--- config.mk ---
export PLATFORM = sky130hd
export DESIGN_NAME = extraction_word_deframer_unit
export DESIGN_NICKNAME = d
export VERILOG_FILES = /design/src/rtl/ewd_pkg.sv /design/src/rtl/ewd_out_fifo.sv /design/src/rtl/extraction_word_deframer_unit.sv
export SDC_FILE = /design/constraint.sdc
export NUM_CORES = 1
export LEC_CHECK = 0
export ABC_AREA = 1
export ABC_CLOCK_PERIOD_IN_PS = 8600
export BUFFER_PORTS_ARGS = -buffer_cell sky130_fd_sc_hd__buf_2
export CAP_MARGIN = 20
export CORE_MARGIN = 1.5
export CORE_UTILIZATION = 30
export CTS_BUF_LIST = sky130_fd_sc_hd__clkbuf_16
export CTS_CLUSTER_DIAMETER = 30
export DETAILED_ROUTE_END_ITERATION = 8
export MAX_ROUTING_LAYER = met4
export PLACE_DENSITY = 0.51
export SLEW_MARGIN = 30
export SYNTH_ARGS = -nofsm -noshare
export SYNTH_HDL_FRONTEND = slang
export SYNTH_SLANG_ARGS = --single-unit
--- constraint.sdc ---
create_clock -name clk_i -period 8.6 [get_ports clk_i]
set_input_delay 1.72 -clock clk_i [delete_from_list [all_inputs] [get_ports clk_i]]
set_output_delay 1.72 -clock clk_i [all_outputs]
set_load 0.02 [all_outputs]
--- src/rtl/ewd_pkg.sv ---
// ----------------------------------------------------------------------------
// ewd_pkg
// shared types and constants of the extraction word deframer
// ----------------------------------------------------------------------------
package ewd_pkg;

  localparam int unsigned QUEUES = 2;
  localparam int unsigned QIDX_W = (QUEUES > 1) ? $clog2(QUEUES) : 1;

  localparam int unsigned WORD_W  = 32;
  localparam int unsigned BYTES_W = 14;
  localparam int unsigned PORT_W  = 4;
  localparam int unsigned VLAN_W  = 12;
  localparam int unsigned WBYTE_W = 3;

  localparam logic [BYTES_W-1:0] BYTES_MAX = '1;

  localparam logic [WORD_W-1:0] CODE_BASE      = 32'h8000_0000;
  localparam logic [WORD_W-1:0] CODE_NOT_READY = 32'h8000_0007;

  localparam logic [2:0] CODE_END4   = 3'd0;
  localparam logic [2:0] CODE_END3   = 3'd1;
  localparam logic [2:0] CODE_END2   = 3'd2;
  localparam logic [2:0] CODE_END1   = 3'd3;
  localparam logic [2:0] CODE_PRUNED = 3'd4;
  localparam logic [2:0] CODE_ABORT  = 3'd5;

  localparam int unsigned OUT_DEPTH = 4;
  localparam int unsigned OPTR_W    = $clog2(OUT_DEPTH);
  localparam int unsigned OCNT_W    = $clog2(OUT_DEPTH + 1);

  localparam int unsigned IN_TDATA_W  = 32;
  localparam int unsigned IN_TUSER_W  = 1;
  localparam int unsigned OUT_FIELD_W = WORD_W + WBYTE_W + PORT_W + VLAN_W + BYTES_W;
  localparam int unsigned OUT_TDATA_W = ((OUT_FIELD_W + 7) / 8) * 8;
  localparam int unsigned OUT_TUSER_W = 3;

  typedef struct packed {
    logic [2:0]         phase;
    logic [2:0]         pending;
    logic [BYTES_W-1:0] total;
    logic [PORT_W-1:0]  port;
    logic [VLAN_W-1:0]  vlan;
  } qstate_t;

  typedef struct packed {
    logic               queue;
    logic [WORD_W-1:0]  data_word;
    logic [WBYTE_W-1:0] word_bytes;
    logic               last;
    logic               aborted;
    logic               pruned;
    logic [PORT_W-1:0]  source_port;
    logic [VLAN_W-1:0]  vlan_id;
    logic [BYTES_W-1:0] frame_bytes;
  } result_t;

endpackage

--- src/rtl/ewd_out_fifo.sv ---
// ----------------------------------------------------------------------------
// ewd_out_fifo
// small result queue between the state update stage and the output port
// ----------------------------------------------------------------------------
module ewd_out_fifo (
  input  logic                   clk_i,
  input  logic                   rst_ni,
  input  logic                   push_i,
  input  ewd_pkg::result_t       push_data_i,
  input  logic                   pop_i,
  output logic                   valid_o,
  output ewd_pkg::result_t       head_o,
  output logic [ewd_pkg::OCNT_W-1:0] level_o
);
  import ewd_pkg::*;

  result_t           entry_q [OUT_DEPTH];
  logic [OPTR_W-1:0] wr_ptr_q, rd_ptr_q;
  logic [OCNT_W-1:0] cnt_q;
  logic              do_pop;

  assign do_pop  = pop_i && (cnt_q != '0);
  assign valid_o = (cnt_q != '0);
  assign head_o  = entry_q[rd_ptr_q];
  assign level_o = cnt_q;

  always_ff @(posedge clk_i) begin
    if (push_i) begin
      entry_q[wr_ptr_q] <= push_data_i;
    end
  end

  always_ff @(posedge clk_i or negedge rst_ni) begin
    if (!rst_ni) begin
      wr_ptr_q <= '0;
      rd_ptr_q <= '0;
      cnt_q    <= '0;
    end else begin
      if (push_i) begin
        wr_ptr_q <= wr_ptr_q + OPTR_W'(1);
      end
      if (do_pop) begin
        rd_ptr_q <= rd_ptr_q + OPTR_W'(1);
      end
      case ({push_i, do_pop})
        2'b10:   cnt_q <= cnt_q + OCNT_W'(1);
        2'b01:   cnt_q <= cnt_q - OCNT_W'(1);
        default: cnt_q <= cnt_q;
      endcase
    end
  end

endmodule

--- src/rtl/extraction_word_deframer_unit.sv ---
// ----------------------------------------------------------------------------
// extraction_word_deframer_unit
// per-queue deframing of words read from the cpu extraction queues
// ----------------------------------------------------------------------------
// Takes one word per clock unless held back, and keeps the deframing state of
// each queue in a small state memory. A word is accepted every cycle as long
// as the four-entry result queue holds at most two results, counting a word
// in the update stage as one, so the queue never runs full. The state memory
// read is registered at the edge that accepts the word; the next cycle
// updates, writes back and pushes the result into the output queue, which
// offers it on the output. A word that follows right behind another on the
// same queue sees the fresh state through a forwarding register. Header
// words, code words and not-ready words give no result; every data word
// gives one result with the running byte count.
// ----------------------------------------------------------------------------
module extraction_word_deframer_unit (
  input  logic                               clk_i,
  input  logic                               rst_ni,
  input  logic                               s_axis_tvalid_i,
  output logic                               s_axis_tready_o,
  input  logic [ewd_pkg::IN_TDATA_W-1:0]     s_axis_tdata_i,  // raw_word
  input  logic [ewd_pkg::IN_TUSER_W-1:0]     s_axis_tuser_i,  // queue_index
  output logic                               m_axis_tvalid_o,
  input  logic                               m_axis_tready_i,
  // data_word, word_bytes, source_port, vlan_id, frame_bytes, zero pad
  output logic [ewd_pkg::OUT_TDATA_W-1:0]    m_axis_tdata_o,
  output logic [ewd_pkg::OUT_TUSER_W-1:0]    m_axis_tuser_o,  // out_queue, aborted, pruned
  output logic                               m_axis_tlast_o
);
  import ewd_pkg::*;

  typedef enum logic [2:0] {
    PH_HDR0 = 3'd0,
    PH_HDR1 = 3'd1,
    PH_HDR2 = 3'd2,
    PH_HDR3 = 3'd3,
    PH_DATA = 3'd4,
    PH_CODE = 3'd5
  } phase_e;

  // input stage
  logic              in_fire;
  logic [QIDX_W-1:0] in_idx;

  // state memory
  qstate_t           state_mem [QUEUES];
  logic [QUEUES-1:0] written_q;
  qstate_t           rd_data_q;
  logic              rd_written_q;

  // update stage
  logic              s1_vld_q;
  logic [QIDX_W-1:0] s1_idx_q;
  logic              s1_queue_q;
  logic [WORD_W-1:0] s1_word_q;
  logic              fwd_q;
  qstate_t           fwd_data_q;

  qstate_t           cur;
  qstate_t           nxt;
  logic              res_vld;
  result_t           res;
  logic [BYTES_W:0]  sum;

  // output queue
  logic              out_vld;
  result_t           out_head;
  logic [OCNT_W-1:0] out_level;
  logic [OCNT_W:0]   inflight;

  assign in_idx   = QIDX_W'(QUEUES > 1 ? s_axis_tuser_i[0] : 1'b0);
  assign inflight = (OCNT_W + 1)'(out_level) + (OCNT_W + 1)'(s1_vld_q);
  assign s_axis_tready_o = (inflight <= (OCNT_W + 1)'(OUT_DEPTH - 2));
  assign in_fire  = s_axis_tvalid_i && s_axis_tready_o;

  always_ff @(posedge clk_i) begin
    if (s1_vld_q) begin
      state_mem[s1_idx_q] <= nxt;
    end
    if (in_fire) begin
      rd_data_q    <= state_mem[in_idx];
      rd_written_q <= written_q[in_idx];
      s1_idx_q     <= in_idx;
      s1_queue_q   <= s_axis_tuser_i[0];
      s1_word_q    <= s_axis_tdata_i;
    end
    fwd_data_q <= nxt;
  end

  always_ff @(posedge clk_i or negedge rst_ni) begin
    if (!rst_ni) begin
      written_q <= '0;
      s1_vld_q  <= 1'b0;
      fwd_q     <= 1'b0;
    end else begin
      if (s1_vld_q) begin
        written_q[s1_idx_q] <= 1'b1;
      end
      s1_vld_q <= in_fire;
      fwd_q    <= in_fire && s1_vld_q && (s1_idx_q == in_idx);
    end
  end

  always_comb begin
    if (fwd_q) begin
      cur = fwd_data_q;
    end else if (rd_written_q) begin
      cur = rd_data_q;
    end else begin
      cur = '0;
    end
  end

  always_comb begin
    nxt             = cur;
    res_vld         = 1'b0;
    res.queue       = s1_queue_q;
    res.data_word   = s1_word_q;
    res.word_bytes  = WBYTE_W'(4);
    res.last        = 1'b0;
    res.aborted     = 1'b0;
    res.pruned      = 1'b0;
    res.source_port = cur.port;
    res.vlan_id     = cur.vlan;
    res.frame_bytes = '0;
    sum             = '0;
    case (phase_e'(cur.phase))
      PH_HDR1: begin
        nxt.phase = PH_HDR2;
      end
      PH_HDR2: begin
        nxt.port  = s1_word_q[14:11];
        nxt.phase = PH_HDR3;
      end
      PH_HDR3: begin
        nxt.vlan  = s1_word_q[11:0];
        nxt.phase = PH_DATA;
      end
      PH_DATA: begin
        if (s1_word_q == CODE_NOT_READY) begin
          nxt = cur;
        end else if (s1_word_q[WORD_W-1:3] == CODE_BASE[WORD_W-1:3]) begin
          nxt.pending = s1_word_q[2:0];
          nxt.phase   = PH_CODE;
        end else begin
          res_vld = 1'b1;
        end
      end
      PH_CODE: begin
        nxt.phase = PH_DATA;
        res_vld   = 1'b1;
        case (cur.pending)
          CODE_END4: res.last = 1'b1;
          CODE_END3: begin
            res.last       = 1'b1;
            res.word_bytes = WBYTE_W'(3);
          end
          CODE_END2: begin
            res.last       = 1'b1;
            res.word_bytes = WBYTE_W'(2);
          end
          CODE_END1: begin
            res.last       = 1'b1;
            res.word_bytes = WBYTE_W'(1);
          end
          CODE_PRUNED: begin
            res.last   = 1'b1;
            res.pruned = 1'b1;
          end
          CODE_ABORT: begin
            res.last       = 1'b1;
            res.aborted    = 1'b1;
            res.word_bytes = '0;
            res.data_word  = '0;
          end
          default: res.last = 1'b0;
        endcase
      end
      default: begin
        nxt.total = '0;
        nxt.phase = PH_HDR1;
      end
    endcase
    if (res_vld) begin
      sum = (BYTES_W + 1)'(cur.total) + (BYTES_W + 1)'(res.word_bytes);
      if (res.aborted) begin
        nxt.total = '0;
      end else if (sum[BYTES_W]) begin
        nxt.total = BYTES_MAX;
      end else begin
        nxt.total = sum[BYTES_W-1:0];
      end
      if (res.last) begin
        nxt.phase = PH_HDR0;
      end
    end
    res.frame_bytes = nxt.total;
  end

  ewd_out_fifo u_out_fifo (
    .clk_i       (clk_i),
    .rst_ni      (rst_ni),
    .push_i      (s1_vld_q && res_vld),
    .push_data_i (res),
    .pop_i       (m_axis_tready_i),
    .valid_o     (out_vld),
    .head_o      (out_head),
    .level_o     (out_level)
  );

  assign m_axis_tvalid_o = out_vld;
  assign m_axis_tlast_o  = out_head.last;
  assign m_axis_tuser_o  = {out_head.pruned, out_head.aborted, out_head.queue};
  assign m_axis_tdata_o  = {(OUT_TDATA_W - OUT_FIELD_W)'(0),
                            out_head.frame_bytes, out_head.vlan_id,
                            out_head.source_port, out_head.word_bytes,
                            out_head.data_word};

endmodule

==> results of run 1 <==
[cell usage in the layout (no fill, tap or decap), drive strengths merged, types with 18 or more instances in the layout]
cell type,netlist,layout
nand2,283,283
a22o,18,18
inv,81,96
dfxtp,36,36
clkbuf,49,95
nor2,227,227
o22ai,69,69
edfxtp,418,418
buf,26,124
clkinv,0,34
nand3,40,40
o21ai,169,169
[stage by stage]
stage / worst slack, ns / std cells
finish: 3.64 / 2488
global route: 3.13 / 2488
CTS: 3.47 / 2487
detailed placement: 3.70 / 2313
global placement: 3.93 / 2312
floorplan: 3.81 / 1482
[sequential cells by signal, summed over array words and instances, names as in the netlist]
| name | cells |
|---|---|
| fwd_data_q | 36 |
| fwd_q | 1 |
| rd_data_q | 36 |
| rd_written_q | 1 |
| s1_queue_q | 1 |
| s1_vld_q | 1 |
| s1_word_q | 32 |
| state_mem | 72 |
| u_out_fifo.entry_q | 276 |
| u_out_fifo.level_o | 3 |
| u_out_fifo.rd_ptr_q | 2 |
| u_out_fifo.wr_ptr_q | 2 |
| written_q | 2 |
[worst min-delay path by stage]
stage	startpoint	depth (start not counted)	to	slack, ns
after floorplan	written_q[0]	2	written_q[0]	0.42
after global placement	written_q[1]	1	written_q[1]	0.45
after detailed placement	written_q[0]	2	written_q[0]	0.46
after CTS	written_q[0]	2	written_q[0]	0.47
after global routing	written_q[1]	1	written_q[1]	0.48
final	written_q[1]	1	written_q[1]	0.47
[power by group]
| group | switching [uW] | internal [uW] | total [uW] |
|---|---|---|---|
| registers | 161 | 3050 | 3210 |
| logic | 1710 | 581 | 2290 |
| clock network | 1200 | 2520 | 3720 |
[per-layer routing]
metal	vias up	share of wire (%)	routed length, microns	global-route usage [%]
met5	-	0	0	-
met4	0	2.5	1170	6.20
met3	93	5.9	2740	3.34
met2	345	47	22000	24.0
met1	5827	45	20900	19.9
li1	5522	-	-	-
[area by class of cell]
class,count,area (sq um)
clock inverter,79,938
clock buffer,95,2380
multi-input combinational,861,4070
tap,782,978
antenna,1,2.50
fill,5748,37200
sequential,465,13600
inverter,81,308
timing repair buffer,124,697
[kinds of logic after synthesis]
| group | after synthesis | synth area share [%] |
|---|---|---|
| compound gates | 267 | 8.37 |
| xor+xnor | 5 | 0.241 |
| fa+ha+maj | 12 | 0.908 |
| buf+inv | 156 | 3.57 |
| flops | 465 | 74.4 |
| other cells | 1 | 0.0206 |
| simple gates | 570 | 12.4 |
[worst max-delay path, cell delays in order (launching register included)]
cell and delay [ns]:
dfrtp_1 0.36, buf_4 0.27, inv_2 0.31, nand2_1 0.17, inv_2 0.45, nand2_1 0.11, nand2_1 0.16, inv_1 0.07
nor3_1 0.51, ha_1 0.31, inv_1 0.07, fa_1 0.39, inv_1 0.07, a21oi_1 0.08, nor2_1 0.14, nand2_1 0.13
nor2_2 0.22, nand2_1 0.07, nand2_1 0.06, nand2_1 0.05, o21ai_0 0.59
==> run_summary.xml, run 1 <==
<?xml version="1.0" encoding="UTF-8"?>
<metrics>
  <group name="routing">
    <metric name="antenna_left" unit="">0</metric>
    <metric name="avgRoutedWirePerCell" unit="microns">18.8</metric>
    <metric name="routed_via_density" unit="">4.74</metric>
    <metric name="dr.pass1.iters" unit="">5</metric>
    <metric name="drcViolationCount" unit="">0</metric>
    <metric name="wirelength" unit="microns">46800</metric>
    <metric name="detailroute.via_count" unit="">11800</metric>
    <metric name="first_iter_violations" unit="">805</metric>
  </group>
  <group name="timing">
    <metric name="fmax" unit="MHz">202</metric>
    <metric name="fin_skew" unit="ns">0.0295</metric>
    <metric name="hold_viol" unit="">0</metric>
    <metric name="worst-slew-pin-transition" unit="ns">0.900</metric>
    <metric name="setup_viol" unit="">0</metric>
    <metric name="tns" unit="ns">0</metric>
    <metric name="layout_worst_path_cycle_share" unit="%">57.7</metric>
    <metric name="whs" unit="ns">0.470</metric>
    <metric name="fin_crit" unit="ns">4.96</metric>
    <metric name="grt_setup_unrepaired" unit="">no</metric>
    <metric name="relSlewSlack" unit="%">40.0</metric>
    <metric name="report.final.slew_viol_count" unit="">0</metric>
  </group>
  <group name="status">
    <metric name="outcome" unit="">completed</metric>
  </group>
  <group name="placement">
    <metric name="routabilityCongestion" unit="">0.742</metric>
    <metric name="post_dp_cell_area" unit="sq um">19600</metric>
    <metric name="place.port_buffers" unit="">107</metric>
    <metric name="detailedPlacementHpwl" unit="microns">27000</metric>
  </group>
  <group name="die">
    <metric name="fp.dieW" unit="microns">249</metric>
    <metric name="floorplan.initialDensity" unit="%">30.3</metric>
    <metric name="fp.dieArea" unit="sq um">62100</metric>
    <metric name="placement_rows" unit="">90</metric>
    <metric name="die_h" unit="microns">249</metric>
    <metric name="std_cell_core_area" unit="sq um">60100</metric>
    <metric name="io-pin-count" unit="">115</metric>
  </group>
  <group name="global_routing">
    <metric name="globalRouteOverflowTotal" unit="">0</metric>
    <metric name="groute.usage.overall" unit="%">15.5</metric>
    <metric name="grt_start_max_net_pins" unit="">99</metric>
    <metric name="antenna_violations_before_repair" unit="">1</metric>
    <metric name="number_of_global_route_vias_before_repair" unit="">11800</metric>
    <metric name="grt_first_pass_wirelength" unit="microns">71100</metric>
  </group>
  <group name="finish">
    <metric name="nets" unit="">1675</metric>
    <metric name="area_growth" unit="%">25.9</metric>
    <metric name="finish.instance_area" unit="sq um">22900</metric>
    <metric name="final_util" unit="%">38.1</metric>
    <metric name="final_layout_size_suffix_gt1_share" unit="%">17.7</metric>
  </group>
  <group name="worst_setup_path">
    <metric name="r2r_end" unit="">u_out_fifo.entry_q[2][10]</metric>
    <metric name="timing.rr.start" unit="">fwd_q</metric>
    <metric name="cp-startpoint" unit="">fwd_q</metric>
    <metric name="path_class" unit="">reg2reg</metric>
    <metric name="worstPathRequired" unit="ns">8.91</metric>
    <metric name="timing.critical_path.from_type" unit="">register</metric>
    <metric name="timing.critical_path.fanout_max" unit="">39</metric>
    <metric name="timing.reg2reg.worst_path_depth" unit="">20</metric>
    <metric name="critical_path.endpoint" unit="">u_out_fifo.entry_q[2][10]</metric>
    <metric name="timing.critical_path.arrival" unit="ns">5.27</metric>
    <metric name="cp-end-kind" unit="">register</metric>
    <metric name="timing.reg2reg.setup_slack" unit="ns">3.64</metric>
  </group>
  <group name="clock_tree">
    <metric name="post_cts_buffers" unit="">0</metric>
    <metric name="cts_tree" unit="">yes</metric>
    <metric name="clock_insertion_delay_worst_skew" unit="ns">0.63</metric>
    <metric name="h-tree-depth" unit="">3</metric>
    <metric name="cts_buffer_depth" unit="">3</metric>
    <metric name="cts_root_buf" unit="">clkbuf_16</metric>
    <metric name="sink_count" unit="">465</metric>
    <metric name="clk_transition_reported_paths" unit="ns">0.05</metric>
    <metric name="cts_resized" unit="">0</metric>
    <metric name="hold_buffers" unit="">0</metric>
    <metric name="cts_buf_count" unit="">93</metric>
  </group>
  <group name="logic_synthesis">
    <metric name="netlist.area_leader.share" unit="%">69.0</metric>
    <metric name="synth.cells.most_frequent" unit="">edfxtp_1 (418), nand2_1 (281), nor2_1 (224), o21ai_0 (164), inv_1 (79)</metric>
    <metric name="synth.area.top_cells" unit="">edfxtp_1 (69%), nand2_1 (5.8%), nor2_1 (4.6%), o21ai_0 (4.5%), dfxtp_1 (4.0%)</metric>
    <metric name="synth_top_cell_by_area" unit="">edfxtp_1</metric>
    <metric name="synth.distinct_cells" unit="">38</metric>
    <metric name="yosys_warnings" unit="">0</metric>
    <metric name="synth_edf_count" unit="">418</metric>
    <metric name="synth_most_common_cell" unit="">edfxtp_1</metric>
    <metric name="dominantRegCellSynth" unit="">edfxtp_1</metric>
    <metric name="syn_area_per_cell" unit="sq um">12.3</metric>
    <metric name="synth-seq-area-share" unit="%">74.4</metric>
    <metric name="asyncSetResetFlopFracSynth" unit="%">2.37</metric>
    <metric name="synth.ff_latch_count" unit="">465</metric>
    <metric name="syn_inst" unit="">1476</metric>
    <metric name="netlist_area" unit="sq um">18200</metric>
  </group>
  <group name="pwr">
    <metric name="p_total" unit="uW">9230</metric>
    <metric name="cellLeakagePower" unit="uW">0.00851</metric>
    <metric name="ir_drop" unit="V">0.000181</metric>
    <metric name="p_per_area" unit="nW/um^2">403</metric>
  </group>
  <group name="run">
    <metric name="max_cap_violations" unit="">0</metric>
  </group>
  <group name="hold_path">
    <metric name="worstHoldPathType" unit="">reg2reg</metric>
  </group>
</metrics>
No activity file was read; power rests on OpenSTA's default activity.
==> inputs of run 2 (changes only) <==
--- a/config.mk
+++ b/config.mk
@@ -6,7 +6,7 @@
 export NUM_CORES = 1
 export LEC_CHECK = 0
 export ABC_AREA = 1
-export ABC_CLOCK_PERIOD_IN_PS = 8600
+export ABC_CLOCK_PERIOD_IN_PS = 4510
 export BUFFER_PORTS_ARGS = -buffer_cell sky130_fd_sc_hd__buf_2
 export CAP_MARGIN = 20
 export CORE_MARGIN = 1.5
@@ -15,7 +15,7 @@
 export CTS_CLUSTER_DIAMETER = 30
 export DETAILED_ROUTE_END_ITERATION = 8
 export MAX_ROUTING_LAYER = met4
-export PLACE_DENSITY = 0.51
+export PLACE_DENSITY = 0.53
 export SLEW_MARGIN = 30
 export SYNTH_ARGS = -nofsm -noshare
 export SYNTH_HDL_FRONTEND = slang
==> constraint.sdc (replaced) <==
create_clock -name clk_i -period 4.51 [get_ports clk_i]
set_input_delay 0.902 -clock clk_i [delete_from_list [all_inputs] [get_ports clk_i]]
set_output_delay 0.902 -clock clk_i [all_outputs]
set_load 0.02 [all_outputs]
==> run 2 against run 1 <==
Combinational power is 93% higher. Die area stayed put. First-iteration DRC count is 13% lower. Sequential share of layout area is 0.79 points higher. Via count is 1.0% lower. Maximum frequency is 25% higher. Critical path depth is 1 lower. Routed wire length is 2.6% lower. Flip-flop and latch count stayed put. Critical endpoint is now u_out_fifo.entry_q[0][10]. Largest cell class unchanged.
==> run_summary.xml, run 2 (synthesis results as in run 1) <==
<?xml version="1.0" encoding="UTF-8"?>
<metrics>
  <group name="global_routing">
    <metric name="number_of_global_route_vias_before_repair" unit="">11800</metric>
    <metric name="groute.usage.overall" unit="%">15.1</metric>
    <metric name="grt_start_max_net_pins" unit="">71</metric>
    <metric name="globalRouteOverflowTotal" unit="">0</metric>
    <metric name="grt_first_pass_wirelength" unit="microns">69500</metric>
    <metric name="antenna_violations_before_repair" unit="">3</metric>
  </group>
  <group name="worst_setup_path">
    <metric name="timing.critical_path.from_type" unit="">register</metric>
    <metric name="cp-end-kind" unit="">register</metric>
    <metric name="path_cells" unit="">inv_2, nand2_1, inv_2, buf_4, nand2_1, nand2_1, nor2_1, inv_1, nand3b_1, fa_1, inv_1, a21oi_1, nor2_1, nand2_1, nor2_2, nand2_1, nand2_1, nand2_1, o21ai_0</metric>
    <metric name="r2r_end" unit="">u_out_fifo.entry_q[0][10]</metric>
    <metric name="timing.critical_path.arrival" unit="ns">4.25</metric>
    <metric name="worst_path_most_repeated_cell" unit="">nand2_1</metric>
    <metric name="timing.reg2reg.worst_path_depth" unit="">19</metric>
    <metric name="worstPathRequired" unit="ns">4.80</metric>
    <metric name="path_class" unit="">reg2reg</metric>
    <metric name="timing.rr.start" unit="">fwd_q</metric>
    <metric name="crit_path_top_delay_cell" unit="">o21ai_0</metric>
    <metric name="timing.critical_path.fanout_max" unit="">18</metric>
    <metric name="worst_path_largest_cell_delay" unit="ns">0.59</metric>
    <metric name="timing.reg2reg.setup_slack" unit="ns">0.55</metric>
  </group>
  <group name="timing">
    <metric name="fmax" unit="MHz">253</metric>
    <metric name="fin_crit" unit="ns">3.96</metric>
    <metric name="relSlewSlack" unit="%">41.9</metric>
    <metric name="worst-slew-pin-transition" unit="ns">0.869</metric>
    <metric name="layout_worst_path_cycle_share" unit="%">87.8</metric>
    <metric name="postLayoutSetupSlackWorst" unit="ns">0.550</metric>
    <metric name="report.final.slew_viol_count" unit="">0</metric>
    <metric name="grt_setup_unrepaired" unit="">no</metric>
    <metric name="hold_viol" unit="">0</metric>
    <metric name="setup_viol" unit="">0</metric>
    <metric name="fin_skew" unit="ns">0.0290</metric>
  </group>
  <group name="finish">
    <metric name="fillerInstances" unit="">5738</metric>
    <metric name="finalNonFillerCells" unit="">2489</metric>
    <metric name="final_common_cell" unit="">edfxtp_1</metric>
    <metric name="layout.cells.most_common_list" unit="">edfxtp_1 (418), nand2_1 (281), nor2_1 (219)</metric>
    <metric name="nets" unit="">1681</metric>
    <metric name="finish.instance_area" unit="sq um">22600</metric>
    <metric name="multi_input_combinational_cell_area" unit="sq um">4060</metric>
    <metric name="final_util" unit="%">37.6</metric>
    <metric name="area_growth" unit="%">24.3</metric>
    <metric name="largest_register_ffs" unit="">276</metric>
    <metric name="seq_area" unit="sq um">13600</metric>
    <metric name="final_layout_size_suffix_gt1_share" unit="%">17.4</metric>
    <metric name="largest_register" unit="">u_out_fifo.entry_q</metric>
    <metric name="largestRegisters" unit="">u_out_fifo.entry_q x276, state_mem x72</metric>
  </group>
  <group name="run">
    <metric name="max_cap_violations" unit="">0</metric>
  </group>
  <group name="pwr">
    <metric name="ir_drop" unit="V">0.000339</metric>
    <metric name="cellLeakagePower" unit="uW">0.00839</metric>
    <metric name="p_total" unit="uW">16800</metric>
    <metric name="p_per_area" unit="nW/um^2">742</metric>
  </group>
  <group name="clock_tree">
    <metric name="cts_root_buf" unit="">clkbuf_16</metric>
    <metric name="hold_buffers" unit="">0</metric>
    <metric name="post_cts_buffers" unit="">0</metric>
    <metric name="cts_buffer_depth" unit="">3</metric>
    <metric name="clk_transition_reported_paths" unit="ns">0.05</metric>
    <metric name="sink_count" unit="">465</metric>
    <metric name="h-tree-depth" unit="">3</metric>
    <metric name="clock_insertion_delay_worst_skew" unit="ns">0.61</metric>
    <metric name="cts_buf_count" unit="">87</metric>
    <metric name="cts_resized" unit="">0</metric>
    <metric name="cts_tree" unit="">yes</metric>
  </group>
  <group name="die">
    <metric name="std_cell_core_area" unit="sq um">60100</metric>
    <metric name="placement_rows" unit="">90</metric>
    <metric name="fp.dieArea" unit="sq um">62100</metric>
    <metric name="die_h" unit="microns">249</metric>
    <metric name="floorplan.initialDensity" unit="%">30.3</metric>
    <metric name="fp.dieW" unit="microns">249</metric>
    <metric name="io-pin-count" unit="">115</metric>
  </group>
  <group name="placement">
    <metric name="place.port_buffers" unit="">107</metric>
    <metric name="detailedPlacementHpwl" unit="microns">28000</metric>
    <metric name="post_dp_cell_area" unit="sq um">19700</metric>
    <metric name="pre_cts_ws" unit="ns">0.551</metric>
    <metric name="routabilityCongestion" unit="">0.844</metric>
    <metric name="dp.cells" unit="">2325</metric>
  </group>
  <group name="routing">
    <metric name="avgRoutedWirePerCell" unit="microns">18.3</metric>
    <metric name="first_iter_violations" unit="">698</metric>
    <metric name="routed_via_density" unit="">4.69</metric>
    <metric name="dr.pass1.iters" unit="">5</metric>
    <metric name="wirelength" unit="microns">45600</metric>
    <metric name="detailroute.via_count" unit="">11700</metric>
    <metric name="antenna_left" unit="">0</metric>
    <metric name="drcViolationCount" unit="">0</metric>
  </group>
  <group name="status">
    <metric name="outcome" unit="">completed</metric>
  </group>
  <group name="hold_path">
    <metric name="worstHoldPathType" unit="">in2async</metric>
  </group>
</metrics>
==> run 2: changes by cell type in the layout (fill, tap and decap cells not counted), moves of 6 or more <==
cell       change
buf_4          +9
bufinv_16      -9
clkbuf_16      -7
buf_12         +6
==> run 2: cell type report <==
type,count,share of cell area [%]
multi-input combinational,861,18.0
clock buffer,88,9.74
sequential,465,59.9
timing repair buffer,136,3.66
antenna,3,0.0332
inverter,81,1.36
clock inverter,73,3.01
tap,782,4.33
==> run 2: routing by layer <==
metal  up-vias  part of all wire (%)  global-route usage, %
met5         -                     0                      -
met4         0                   2.4                   5.91
met3        72                   5.1                   2.86
met1      5749                    43                   18.7
li1       5544                     -                      -
met2       301                    49                   24.6
==> run 2: power breakdown <==
part	total, uW	leakage [uW]	switching [uW]	internal [uW]
clock	6210	0.00143	2180	4030
combinational	4410	0.00271	3230	1170
sequential	6160	0.00425	346	5810
total	16800	0.00839	5760	11000
==> run 2: per-stage QoR <==
stage,hold slack (ns),setup TNS (ns)
global placement,0.447,0
detailed placement,0.455,0
finish,0.193,0
floorplan,0.424,-76.52
CTS,0.183,0
global route,0.207,0
==> run 2: worst max-delay path by stage <==
stage,startpoint,endpoint,slack (ns),depth (start not counted)
4_1_cts,fwd_q,state_mem[1][26],0.54,19
5_1_grt,fwd_q,u_out_fifo.entry_q[1][10],0.10,19
3_3_place_gp,fwd_q,u_out_fifo.entry_q[0][10],0.77,19
2_1_floorplan,fwd_q,u_out_fifo.entry_q[0][0],-0.28,10
6_report,fwd_q,u_out_fifo.entry_q[0][10],0.55,19
3_5_place_dp,fwd_q,u_out_fifo.entry_q[1][10],0.55,19
==> run 2: worst max-delay path, delay by kind of cell (launching register included) <==
kind / cells / cell delay (ns)
compound gates: 2 / 0.67
fa+ha+maj: 1 / 0.47
buf+inv: 5 / 0.81
flops: 1 / 0.39
simple gates: 11 / 1.32
==> inputs of run 3 (changes only) <==
--- a/config.mk
+++ b/config.mk
@@ -9,13 +9,15 @@
 export ABC_CLOCK_PERIOD_IN_PS = 4510
 export BUFFER_PORTS_ARGS = -buffer_cell sky130_fd_sc_hd__buf_2
 export CAP_MARGIN = 20
+export CELL_PAD_IN_SITES_DETAIL_PLACEMENT = 1
+export CELL_PAD_IN_SITES_GLOBAL_PLACEMENT = 2
 export CORE_MARGIN = 1.5
 export CORE_UTILIZATION = 30
 export CTS_BUF_LIST = sky130_fd_sc_hd__clkbuf_16
 export CTS_CLUSTER_DIAMETER = 30
 export DETAILED_ROUTE_END_ITERATION = 8
 export MAX_ROUTING_LAYER = met4
-export PLACE_DENSITY = 0.53
+export PLACE_DENSITY = 0.68
 export SLEW_MARGIN = 30
 export SYNTH_ARGS = -nofsm -noshare
 export SYNTH_HDL_FRONTEND = slang
==> run 3 against run 2 <==
Critical path depth shrank 1. Combinational power rose by 2%. Count of clock-buffer cells in the layout grew 5. Final area grew 1.9%. Via count increased by 2.0%. Sequential power about the same. Total power increased by 5.6%. Clock power increased by 14%. Largest cell class unchanged.
==> run_summary.xml, run 3 (synthesis results as in run 1) <==
<?xml version="1.0" encoding="UTF-8"?>
<metrics>
  <group name="finish">
    <metric name="final_util" unit="%">38.3</metric>
    <metric name="area_growth" unit="%">26.7</metric>
    <metric name="finalNonFillerCells" unit="">2500</metric>
    <metric name="largest_register" unit="">u_out_fifo.entry_q</metric>
    <metric name="final_common_cell" unit="">edfxtp_1</metric>
    <metric name="layout.cells.most_common_list" unit="">edfxtp_1 (418), nand2_1 (281), nor2_1 (219)</metric>
    <metric name="final_layout_size_suffix_gt1_share" unit="%">18.7</metric>
    <metric name="nets" unit="">1688</metric>
    <metric name="largest_register_ffs" unit="">276</metric>
    <metric name="largestRegisters" unit="">u_out_fifo.entry_q x276, state_mem x72</metric>
  </group>
  <group name="clock_tree">
    <metric name="clock_insertion_delay_worst_skew" unit="ns">0.63</metric>
    <metric name="hold_buffers" unit="">0</metric>
    <metric name="h-tree-depth" unit="">3</metric>
    <metric name="cts_buffer_depth" unit="">3</metric>
    <metric name="cts_resized" unit="">0</metric>
    <metric name="post_cts_buffers" unit="">0</metric>
    <metric name="sink_count" unit="">465</metric>
    <metric name="cts_tree" unit="">yes</metric>
    <metric name="cts_buf_count" unit="">92</metric>
    <metric name="cts_root_buf" unit="">clkbuf_16</metric>
    <metric name="clk_transition_reported_paths" unit="ns">0.05</metric>
  </group>
  <group name="timing">
    <metric name="fin_skew" unit="ns">0.0324</metric>
    <metric name="tns" unit="ns">0</metric>
    <metric name="relSlewSlack" unit="%">36.7</metric>
    <metric name="hold_viol" unit="">0</metric>
    <metric name="report.final.slew_viol_count" unit="">0</metric>
    <metric name="grt_setup_unrepaired" unit="">no</metric>
    <metric name="fin_crit" unit="ns">3.93</metric>
    <metric name="worst-slew-pin-transition" unit="ns">0.948</metric>
    <metric name="fmax" unit="MHz">255</metric>
    <metric name="layout_worst_path_cycle_share" unit="%">87.1</metric>
    <metric name="setup_viol" unit="">0</metric>
  </group>
  <group name="pwr">
    <metric name="cellLeakagePower" unit="uW">0.00856</metric>
    <metric name="ir_drop" unit="V">0.000295</metric>
    <metric name="p_per_area" unit="nW/um^2">769</metric>
  </group>
  <group name="worst_setup_path">
    <metric name="cp-end-kind" unit="">register</metric>
    <metric name="worstPathRequired" unit="ns">4.82</metric>
    <metric name="path_class" unit="">reg2reg</metric>
    <metric name="timing.critical_path.arrival" unit="ns">4.24</metric>
    <metric name="timing.critical_path.fanout_max" unit="">18</metric>
    <metric name="timing.critical_path.from_type" unit="">register</metric>
  </group>
  <group name="routing">
    <metric name="wirelength" unit="microns">50400</metric>
    <metric name="first_iter_violations" unit="">620</metric>
    <metric name="antenna_left" unit="">0</metric>
    <metric name="drcViolationCount" unit="">0</metric>
    <metric name="detailroute.via_count" unit="">11900</metric>
    <metric name="avgRoutedWirePerCell" unit="microns">20.2</metric>
    <metric name="dr.pass1.iters" unit="">5</metric>
    <metric name="routed_via_density" unit="">4.76</metric>
  </group>
  <group name="placement">
    <metric name="dp.cells" unit="">2327</metric>
    <metric name="detailedPlacementHpwl" unit="microns">31000</metric>
    <metric name="routabilityCongestion" unit="">0.742</metric>
    <metric name="place.port_buffers" unit="">107</metric>
  </group>
  <group name="die">
    <metric name="io-pin-count" unit="">115</metric>
    <metric name="fp.dieW" unit="microns">249</metric>
    <metric name="std_cell_core_area" unit="sq um">60100</metric>
    <metric name="fp.dieArea" unit="sq um">62100</metric>
    <metric name="die_h" unit="microns">249</metric>
    <metric name="floorplan.initialDensity" unit="%">30.3</metric>
    <metric name="placement_rows" unit="">90</metric>
  </group>
  <group name="global_routing">
    <metric name="antenna_violations_before_repair" unit="">0</metric>
    <metric name="number_of_global_route_vias_before_repair" unit="">12600</metric>
    <metric name="groute.usage.overall" unit="%">16.8</metric>
    <metric name="grt_start_max_net_pins" unit="">70</metric>
    <metric name="globalRouteOverflowTotal" unit="">0</metric>
    <metric name="grt_first_pass_wirelength" unit="microns">76400</metric>
  </group>
  <group name="hold_path">
    <metric name="worstHoldPathType" unit="">in2async</metric>
  </group>
  <group name="status">
    <metric name="outcome" unit="">completed</metric>
  </group>
  <group name="run">
    <metric name="max_cap_violations" unit="">0</metric>
  </group>
</metrics>
==> run 3: per-stage QoR <==
stage	cell area [sq um]	power (uW)	setup slack (ns)	hold WS (ns)
6_report	23100	17700	0.582	0.175
5_1_grt	23100	18600	0.104	0.165
4_1_cts	23100	18000	0.508	0.147
3_3_place_gp	19800	10700	0.743	0.445
3_5_place_dp	19800	10800	0.539	0.454
2_1_floorplan	18200	8950	-0.277	0.424
==> run 3: layer usage <==
layer	GRT usage [%]	wire, microns	part of all wire [%]
met1	20.9	22500	45
met2	27.7	24800	49
met3	2.95	1990	4.0
met4	5.70	1120	2.2
met5	-	0	0
==> run 3: cell type report <==
class	count	area, sq um
fillers	6397	37100
flip-flops and latches	465	13600
multi-input cells	861	4060
clock buffers	93	2330
well taps	782	978
clock inverters	79	956
repair buffers	138	868
inverters	81	308
diodes	1	2.50
==> run 3: power breakdown <==
group / total [uW] / leakage [uW] / internal (uW) / switching (uW)
clock: 7060 / 0.00159 / 4680 / 2380
combinational: 4500 / 0.00271 / 1170 / 3330
sequential: 6160 / 0.00425 / 5810 / 342
==> run 3: path summary, 6_finish.rpt <==
kind	start	endpoint	slack [ns]	cells after the start
setup / recovery	rd_written_q	state_mem[1][26]	0.58	18
hold / removal	rst_ni	written_q[1]	0.17	1
setup reg to reg	rd_written_q	state_mem[1][26]	0.58	18
hold reg to reg	written_q[1]	written_q[1]	0.47	1
max in group asynchronous	rst_ni	u_out_fifo.rd_ptr_q[0]	4.07	1
min in group clk_i	s_axis_tdata_i[6]	s1_word_q[6]	0.45	1
==> run 3: worst max-delay path: stages (launching register included) <==
cell,delay [ns]
edfxtp_1,0.55
nand2_1,0.19
inv_2,0.15
buf_4,0.30
nand2_1,0.08
nand2_1,0.15
nor2_1,0.08
inv_1,0.09
nand3b_1,0.15
fa_1,0.48
inv_1,0.07
a21oi_1,0.07
nor2_1,0.15
nand2_1,0.14
nor2_2,0.22
nand2_1,0.08
nand2_1,0.07
nand2_1,0.05
o21ai_0,0.56
